--- config.mk ---
export PLATFORM = sky130hd
export DESIGN_NAME = form_value_decode_escape_top
export DESIGN_NICKNAME = d
export VERILOG_FILES = /design/src/hdl/fvde_pkg.sv /design/src/hdl/fvde_front.sv /design/src/hdl/fvde_queue.sv /design/src/hdl/fvde_back.sv /design/src/hdl/form_value_decode_escape_top.sv
export SDC_FILE = /design/constraint.sdc
export NUM_CORES = 1
export LEC_CHECK = 0
export BUFFER_PORTS_ARGS = -buffer_cell sky130_fd_sc_hd__buf_4
export CAP_MARGIN = 20
export CORE_MARGIN = 2
export CORE_UTILIZATION = 25
export DETAILED_ROUTE_END_ITERATION = 7
export PLACE_DENSITY = 0.48
export SLEW_MARGIN = 25
export SYNTH_ARGS = -nofsm -noshare
export SYNTH_HDL_FRONTEND = slang
export SYNTH_SLANG_ARGS = --single-unit
--- constraint.sdc ---
create_clock -name clk -period 7.1 [get_ports clk]
set_input_delay 2.13 -clock clk [delete_from_list [all_inputs] [get_ports clk]]
set_output_delay 2.13 -clock clk [all_outputs]
set_load 0.02 [all_outputs]
--- src/hdl/fvde_pkg.sv ---
// Shared types, character codes and helper functions for the form value decoder.
// Used by the front, queue, back and top-level modules; depends on nothing else.
package fvde_pkg;

  localparam int QUEUE_DEPTH = 2;

  localparam logic [7:0] CH_NUL   = 8'h00;
  localparam logic [7:0] CH_SPACE = 8'h20;
  localparam logic [7:0] CH_PLUS  = 8'h2B;
  localparam logic [7:0] CH_PCT   = 8'h25;
  localparam logic [7:0] CH_AMP   = 8'h26;
  localparam logic [7:0] CH_LT    = 8'h3C;
  localparam logic [7:0] CH_GT    = 8'h3E;
  localparam logic [7:0] CH_SEMI  = 8'h3B;
  localparam logic [7:0] CH_0     = 8'h30;
  localparam logic [7:0] CH_9     = 8'h39;
  localparam logic [7:0] CH_UA    = 8'h41;
  localparam logic [7:0] CH_UF    = 8'h46;
  localparam logic [7:0] CH_LA    = 8'h61;
  localparam logic [7:0] CH_LG    = 8'h67;
  localparam logic [7:0] CH_LL    = 8'h6C;
  localparam logic [7:0] CH_LM    = 8'h6D;
  localparam logic [7:0] CH_LP    = 8'h70;
  localparam logic [7:0] CH_LT_T  = 8'h74;
  // Offset from 'A' to its digit value 10.
  localparam logic [7:0] HEX_ALPHA_OFS = 8'd55;

  typedef enum logic [1:0] {
    PH_IDLE  = 2'd0,
    PH_PCT   = 2'd1,
    PH_DIGIT = 2'd2
  } phase_t;

  typedef enum logic [2:0] {
    K_NONE = 3'd0,
    K_BYTE = 3'd1,
    K_TERM = 3'd2,
    K_LT   = 3'd3,
    K_GT   = 3'd4,
    K_AMP  = 3'd5
  } kind_t;

  // One classified request: optional literal prefix, then the main action.
  typedef struct packed {
    logic       pre_pct;
    logic       pre_held;
    logic [7:0] held;
    kind_t      kind;
    logic [7:0] data;
    logic       empty;
  } desc_t;

  typedef struct packed {
    logic  push;
    desc_t desc;
  } q_push_t;

  typedef struct packed {
    logic full;
    logic empty;
  } q_stat_t;

  typedef struct packed {
    logic       ok;
    logic [3:0] val;
  } hex_t;

  function automatic hex_t hex_decode(input logic [7:0] c);
    hex_t h;
    logic [7:0] d;
    h = '0;
    d = '0;
    if (c >= CH_0 && c <= CH_9) begin
      d = c - CH_0;
      h.ok = 1'b1;
      h.val = d[3:0];
    end else if (c >= CH_UA && c <= CH_UF) begin
      d = c - HEX_ALPHA_OFS;
      h.ok = 1'b1;
      h.val = d[3:0];
    end
    return h;
  endfunction

  function automatic logic [2:0] main_len(input kind_t k);
    logic [2:0] n;
    unique case (k)
      K_NONE:       n = 3'd0;
      K_BYTE:       n = 3'd1;
      K_TERM:       n = 3'd1;
      K_LT, K_GT:   n = 3'd4;
      K_AMP:        n = 3'd5;
      default:      n = 3'd0;
    endcase
    return n;
  endfunction

  function automatic logic [7:0] main_byte(input kind_t k, input logic [2:0] j,
                                           input logic [7:0] data);
    logic [7:0] b;
    b = CH_NUL;
    unique case (k)
      K_BYTE: b = data;
      K_LT, K_GT: begin
        unique case (j)
          3'd0:    b = CH_AMP;
          3'd1:    b = (k == K_LT) ? CH_LL : CH_LG;
          3'd2:    b = CH_LT_T;
          default: b = CH_SEMI;
        endcase
      end
      K_AMP: begin
        unique case (j)
          3'd0:    b = CH_AMP;
          3'd1:    b = CH_LA;
          3'd2:    b = CH_LM;
          3'd3:    b = CH_LP;
          default: b = CH_SEMI;
        endcase
      end
      default: b = CH_NUL;
    endcase
    return b;
  endfunction

endpackage

--- src/hdl/fvde_front.sv ---
// Front end: accepts raw bytes, tracks the escape state and classifies each byte
// into a request for the back end where it yields one. Depends on fvde_pkg.
module fvde_front
  import fvde_pkg::*;
(
  input  logic       clk,
  input  logic       rst_n,
  input  logic       in_valid,
  output logic       in_stall,
  input  logic [7:0] in_byte,
  input  q_stat_t    q_stat,
  output q_push_t    q_push
);

  phase_t     phase_r, phase_nxt;
  logic [7:0] held_r, held_nxt;
  logic       seen_r, seen_nxt;
  logic       accept;
  desc_t      desc;
  hex_t       hex_b, hex_h;
  logic [7:0] dec_v;
  logic       plain;

  assign in_stall = q_stat.full;
  assign accept   = in_valid && !q_stat.full;
  assign hex_b    = hex_decode(in_byte);
  assign hex_h    = hex_decode(held_r);
  assign dec_v    = {hex_h.val, hex_b.val};

  always_comb begin
    phase_nxt = PH_IDLE;
    held_nxt  = held_r;
    seen_nxt  = seen_r;
    desc      = '0;
    desc.held = held_r;
    desc.kind = K_NONE;
    plain     = 1'b1;

    unique case (phase_r)
      PH_PCT: begin
        if (hex_b.ok) begin
          held_nxt  = in_byte;
          phase_nxt = PH_DIGIT;
          plain     = 1'b0;
        end else begin
          desc.pre_pct = 1'b1;
        end
      end
      PH_DIGIT: begin
        held_nxt = '0;
        if (hex_b.ok && hex_h.ok) begin
          plain = 1'b0;
          if (dec_v == CH_AMP) begin
            desc.kind = K_AMP;
          end else if (dec_v == CH_LT) begin
            desc.kind = K_LT;
          end else if (dec_v == CH_GT) begin
            desc.kind = K_GT;
          end else begin
            desc.kind = K_BYTE;
            desc.data = dec_v;
          end
        end else begin
          desc.pre_pct  = 1'b1;
          desc.pre_held = 1'b1;
        end
      end
      default: begin
      end
    endcase

    if (plain) begin
      if (in_byte == CH_AMP || in_byte == CH_NUL) begin
        desc.kind  = K_TERM;
        desc.empty = !seen_r;
        phase_nxt  = PH_IDLE;
        held_nxt   = '0;
        seen_nxt   = 1'b0;
      end else begin
        seen_nxt = 1'b1;
        if (in_byte == CH_PLUS) begin
          desc.kind = K_BYTE;
          desc.data = CH_SPACE;
        end else if (in_byte == CH_PCT) begin
          phase_nxt = PH_PCT;
        end else if (in_byte == CH_LT) begin
          desc.kind = K_LT;
        end else if (in_byte == CH_GT) begin
          desc.kind = K_GT;
        end else begin
          desc.kind = K_BYTE;
          desc.data = in_byte;
        end
      end
    end
  end

  assign q_push.push = accept && (desc.pre_pct || desc.kind != K_NONE);
  assign q_push.desc = desc;

  always_ff @(posedge clk) begin
    if (!rst_n) begin
      phase_r <= PH_IDLE;
      held_r  <= '0;
      seen_r  <= 1'b0;
    end else if (accept) begin
      phase_r <= phase_nxt;
      held_r  <= held_nxt;
      seen_r  <= seen_nxt;
    end
  end

endmodule

--- src/hdl/fvde_queue.sv ---
// Short request queue between the front and back ends.
// Register-based FIFO of desc_t entries; depends on fvde_pkg.
module fvde_queue
  import fvde_pkg::*;
#(
  parameter int DEPTH = QUEUE_DEPTH
) (
  input  logic    clk,
  input  logic    rst_n,
  input  q_push_t q_push,
  input  logic    pop,
  output q_stat_t q_stat,
  output desc_t   head
);

  localparam int PW = (DEPTH > 1) ? $clog2(DEPTH) : 1;
  localparam int CW = $clog2(DEPTH + 1);
  localparam logic [PW-1:0] LAST_PTR = PW'(DEPTH - 1);
  localparam logic [CW-1:0] FULL_CNT = CW'(DEPTH);

  desc_t         mem_r [DEPTH];
  logic [PW-1:0] wr_ptr_r, wr_ptr_nxt;
  logic [PW-1:0] rd_ptr_r, rd_ptr_nxt;
  logic [CW-1:0] cnt_r, cnt_nxt;
  logic          do_push, do_pop;

  assign q_stat.full  = (cnt_r == FULL_CNT);
  assign q_stat.empty = (cnt_r == '0);
  assign do_push      = q_push.push && !q_stat.full;
  assign do_pop       = pop && !q_stat.empty;
  assign head         = mem_r[rd_ptr_r];

  always_comb begin
    wr_ptr_nxt = wr_ptr_r;
    rd_ptr_nxt = rd_ptr_r;
    cnt_nxt    = cnt_r;
    if (do_push) begin
      wr_ptr_nxt = (wr_ptr_r == LAST_PTR) ? '0 : wr_ptr_r + 1'b1;
    end
    if (do_pop) begin
      rd_ptr_nxt = (rd_ptr_r == LAST_PTR) ? '0 : rd_ptr_r + 1'b1;
    end
    if (do_push && !do_pop) begin
      cnt_nxt = cnt_r + 1'b1;
    end else if (do_pop && !do_push) begin
      cnt_nxt = cnt_r - 1'b1;
    end
  end

  always_ff @(posedge clk) begin
    if (!rst_n) begin
      wr_ptr_r <= '0;
      rd_ptr_r <= '0;
      cnt_r    <= '0;
    end else begin
      wr_ptr_r <= wr_ptr_nxt;
      rd_ptr_r <= rd_ptr_nxt;
      cnt_r    <= cnt_nxt;
    end
  end

  always_ff @(posedge clk) begin
    if (do_push) begin
      mem_r[wr_ptr_r] <= q_push.desc;
    end
  end

endmodule

--- src/hdl/fvde_back.sv ---
// Back end: expands the request at the queue head into result bytes, one per
// cycle while out_stall is low, into the output register. Depends on fvde_pkg.
module fvde_back
  import fvde_pkg::*;
(
  input  logic       clk,
  input  logic       rst_n,
  input  q_stat_t    q_stat,
  input  desc_t      head,
  output logic       pop,
  output logic       out_valid,
  input  logic       out_stall,
  output logic [7:0] out_byte,
  output logic       out_last,
  output logic       out_empty_res
);

  logic [2:0] step_r, step_nxt;
  logic       valid_r;
  logic [7:0] byte_r;
  logic       last_r, empty_r;
  logic       load;
  logic [2:0] pre_n, total_n, j;
  logic [7:0] cur_byte;
  logic       cur_last;

  assign pre_n   = {2'b00, head.pre_pct} + {2'b00, head.pre_held};
  assign total_n = pre_n + main_len(head.kind);
  assign j       = step_r - pre_n;
  assign load    = !q_stat.empty && (!valid_r || !out_stall);
  assign pop     = load && (step_r == total_n - 3'd1);

  always_comb begin
    cur_last = 1'b0;
    if (head.pre_pct && step_r == 3'd0) begin
      cur_byte = CH_PCT;
    end else if (head.pre_held && step_r == 3'd1) begin
      cur_byte = head.held;
    end else begin
      cur_byte = main_byte(head.kind, j, head.data);
      cur_last = (head.kind == K_TERM);
    end
  end

  always_comb begin
    step_nxt = step_r;
    if (pop) begin
      step_nxt = '0;
    end else if (load) begin
      step_nxt = step_r + 3'd1;
    end
  end

  always_ff @(posedge clk) begin
    if (!rst_n) begin
      step_r  <= '0;
      valid_r <= 1'b0;
    end else begin
      step_r <= step_nxt;
      if (load) begin
        valid_r <= 1'b1;
      end else if (!out_stall) begin
        valid_r <= 1'b0;
      end
    end
  end

  always_ff @(posedge clk) begin
    if (load) begin
      byte_r  <= cur_byte;
      last_r  <= cur_last;
      empty_r <= cur_last && head.empty;
    end
  end

  assign out_valid     = valid_r;
  assign out_byte      = byte_r;
  assign out_last      = last_r;
  assign out_empty_res = empty_r;

endmodule

--- src/hdl/form_value_decode_escape_top.sv ---
// Top level of the form value decoder: front end, request queue and back end.
// Depends on fvde_pkg, fvde_front, fvde_queue and fvde_back.
//
// Usage: raw bytes of a form field value enter on in_byte with in_valid; a byte
// is taken at a rising edge where in_valid is high and in_stall is low. A '&'
// or zero byte closes the field. Decoded, HTML-safe bytes leave on out_byte
// with out_valid; a result is taken where out_valid is high and out_stall low.
// The closing result carries out_byte zero and out_last; out_empty_res marks a
// field that held no value bytes.
// The first result of a byte is presented once the byte has passed the queue
// write and then the output register load.
// Throughput: one byte per cycle while each byte yields at most one result
// and out_stall is low. The back end emits one result per cycle while
// out_stall is low, so a byte that expands to more results (an entity such
// as &lt; or a failed escape) holds it longer; the queue of QDEPTH requests
// absorbs that and in_stall rises only when it is full. A '%' and the first
// digit of an escape yield no result. Reset clears the escape state, the
// queue pointers and output valid; no clearing pass is needed. A stalled
// receiver holds the output register, the queue fills and in_stall rises.
module form_value_decode_escape_top
  import fvde_pkg::*;
#(
  parameter int QDEPTH = QUEUE_DEPTH
) (
  input  logic       clk,
  input  logic       rst_n,
  input  logic       in_valid,
  output logic       in_stall,
  input  logic [7:0] in_byte,
  output logic       out_valid,
  input  logic       out_stall,
  output logic [7:0] out_byte,
  output logic       out_last,
  output logic       out_empty_res
);

  q_push_t q_push;
  q_stat_t q_stat;
  desc_t   head;
  logic    pop;

  fvde_front u_front (
    .clk      (clk),
    .rst_n    (rst_n),
    .in_valid (in_valid),
    .in_stall (in_stall),
    .in_byte  (in_byte),
    .q_stat   (q_stat),
    .q_push   (q_push)
  );

  fvde_queue #(
    .DEPTH (QDEPTH)
  ) u_queue (
    .clk    (clk),
    .rst_n  (rst_n),
    .q_push (q_push),
    .pop    (pop),
    .q_stat (q_stat),
    .head   (head)
  );

  fvde_back u_back (
    .clk           (clk),
    .rst_n         (rst_n),
    .q_stat        (q_stat),
    .head          (head),
    .pop           (pop),
    .out_valid     (out_valid),
    .out_stall     (out_stall),
    .out_byte      (out_byte),
    .out_last      (out_last),
    .out_empty_res (out_empty_res)
  );

`ifndef ASSERT_OFF
  // The front end must never push into a full queue.
  a_no_push_full: assert property (@(posedge clk) disable iff (!rst_n)
    !(q_push.push && q_stat.full))
    else $error("request pushed into full queue");

  // A terminator result always carries a zero byte.
  a_term_zero: assert property (@(posedge clk) disable iff (!rst_n)
    (out_valid && out_last) |-> (out_byte == CH_NUL))
    else $error("terminator with nonzero byte");

  // The empty flag appears only on a terminator.
  a_empty_last: assert property (@(posedge clk) disable iff (!rst_n)
    (out_valid && out_empty_res) |-> out_last)
    else $error("empty flag without terminator");

  // The back end only pops a request when the queue holds one.
  a_pop_nonempty: assert property (@(posedge clk) disable iff (!rst_n)
    pop |-> !q_stat.empty)
    else $error("pop from empty queue");
`endif

endmodule

==> results.md <==
* Count leader, synth: edfxtp_1
* Main synth FF type: edfxtp_1
* Worst min path class: register to register
* Status: complete, no violations
* Largest net degree at the start of global routing at 31
* Distinct cells, synth at 71
* Hpwl dp at 7.37 mm
* TritonCTS clock tree: yes
* Critical path fanouts, max at 10
* Die X at 134 µm
* N_diodes at 0
* Required @ worst endpoint at 7.36 ns
* Relative slew slack at 0.321
* CTS Root Cell: clkbuf_16
* H-tree levels at 3
* Row count at 47
* Worst Clk Skew at 0.00703 ns
* Setup TNS Final at 0 ns
* Yosys warns at 0
* Max-cap viol count at 0
* Syn_area_per_cell at 10.6 µm²
* Leakage at 0.00181 µW
* Register area share after synthesis at 0.476
* Clk Latency, worst-skew pair at ~0.33 ns
* Vias at ~3100
* First-pass GRT wire length at 15.9 mm
* Input/output buffers at 23
* Clock buffer depth at 2
* GPL Wtd Cong at 0.885
* Core area at 16600 µm²
* RSZ-0062 raised after global routing: false
* Placed cell count at 634
* Avg WL per Cell at 15.3 µm
* Post-synth top area cell: edfxtp_1
* Worst Tran Pin Value at 1.02 ns
* PostCTS Resize Cnt at 0
* DRT antenna net count at 0
* Final Setup Violations at 0
* Final hold slack at approximately 0.48 ns
* Commonest cells in the netlist: edfxtp_1 (54), nand2_1 (34), inv_1 (24)
* Synthesized cell area at 4250 µm²
* Highest Clock Rate at about 0.19 GHz
* Share of post-route cells with drive strength above 1 at 0.160
* Critical path arrival at between 5 and 6 ns
* Initial antenna violation count at 0
* Synth top area share at 0.382
* Finished Layout Cells at 650
* First DRT Iteration DRCs at between 150 and 200
* Number of flops mapped to enable cells by yosys at 54
* Min Tclk post-route at 5.38 ns
* Layout area overhead at 17.5%
* Worst setup margin at 1.72 ns
* Die span in y at 134 µm
* Syn Inst Count at about 400
* Vias per inst at 4.80
* Fillers at 1726
* Kind of critical path: primary input to register
* Number of setup buffers added after CTS at 0
* Post-route DRC at 0
* Final #Nets at 456
* GRT overflow at 0
* WL final at 9.94 mm
* Max-slew violation count at 0
* Full die area at 18000 µm²
* Power per Cell Area at 364 nW/µm²
* Syn_nets at 433
* Starting density of the core at 0.256
* Pre-CTS setup slack at 1.45 ns
* Total CTS buffers at 9
* Post-synth ARST share at 0
* Hold buffer count at CTS at 0
* Largest cells by area after synthesis: edfxtp_1 (38%), dfxtp_1 (9.4%), ha_1 (5.3%)
* Final hold vios at 0
* GRT Total Usage at 0.113
* CTS Sinks at 74
* Number of synthesized register bits at 74
* Critical path endpoint category: register
* I/O Pins at 24
* Worst-path clk slew at ~0.06 ns
* Peak supply drop at about 160 µV
* Fin crit share at 0.758
* DRT Pass-1 Iters at 4
* Startpoint Class: primary input
* Vias in the first global route at 3017
==> critical path, stage by stage <==
cell and delay [ns]:
buf_4 0.15, inv_1 0.11, ha_1 0.29, nand2b_1 0.11, o2111a_1 0.34, o31a_1 0.38
nor4_4 0.51, nor2_2 0.12, a31o_1 0.29, o311a_2 0.37, ha_1 0.32, or3_1 0.37
a21boi_0 0.16
==> flip-flops by register name, summed over array words and instances (netlist names), named ones only <==
register              flops
u_queue.mem_r            44
u_back.out_byte           8
u_front.held_r            8
u_back.step_r             3
u_front.phase_r           2
u_queue.cnt_r             2
u_back.out_empty_res      1
u_back.out_last           1
u_back.out_valid          1
u_front.seen_r            1
u_queue.rd_ptr_r          1
u_queue.wr_ptr_r          1
==> power breakdown <==
group | switching, µW | total [µW] | internal, µW | leakage, µW
Combinational | 424 | 725 | 300 | 0.000985
Sequential | 34.4 | 608 | 574 | 0.000673
Clock | 177 | 486 | 309 | 0.000153
==> layer usage <==
layer	GRT usage	vias up	wire length, µm
met5	0	-	0
met4	0.0404	0	136
met3	0.0287	6	383
met2	0.172	65	4440
met1	0.156	1507	4980
li1	-	1540	-
==> layout by cell type (no fill, tap or decap), types with 8 or more instances in the layout <==
cell,n
clkbuf_16,9
a21oi_1,18
inv_1,24
o21ai_0,19
buf_4,28
nor2_1,20
edfxtp_1,54
ha_1,18
nor3_1,8
dfxtp_1,20
xnor2_1,10
nor2b_1,10
mux2i_1,18
nand2_1,34
a22oi_1,9
==> cells by family after synthesis <==
family	share of synthesized area
compound gates	0.175
xor+xnor	0.0330
fa+ha+maj	0.0578
buf+inv	0.0380
flops	0.476
mux	0.0530
simple gates	0.167
==> worst paths after layout <==
path	from	end	slack, ns	cells after the start
max	in_byte[0]	u_queue.cnt_r[1]	1.72	13
min	u_back.out_valid	u_back.out_valid	0.48	2
max reg2reg	u_front.held_r[0]	u_queue.mem_r[1][3]	3.12	10
min reg2reg	u_back.out_valid	u_back.out_valid	0.48	2
==> area by class of cell <==
cell class	instances	area, µm²	area share
clock buffers	10	229	0.0459
clock inverters	6	90.1	0.0181
inverters	24	90.1	0.0181
multi-input cells	288	2070	0.415
flip-flops and latches	74	2020	0.405
well taps	220	275	0.0552
repair buffers	28	210	0.0421
==> metrics by stage <==
step,power [µW],area [µm²],utilization
after global routing,1930,4990,0.301
after global placement,1330,4660,0.281
after floorplan,1140,4250,-
after CTS,1840,4990,0.301
final,1820,4990,0.301
after detailed placement,1340,4670,0.282
Note: power is estimated with default switching activity, not from simulation.
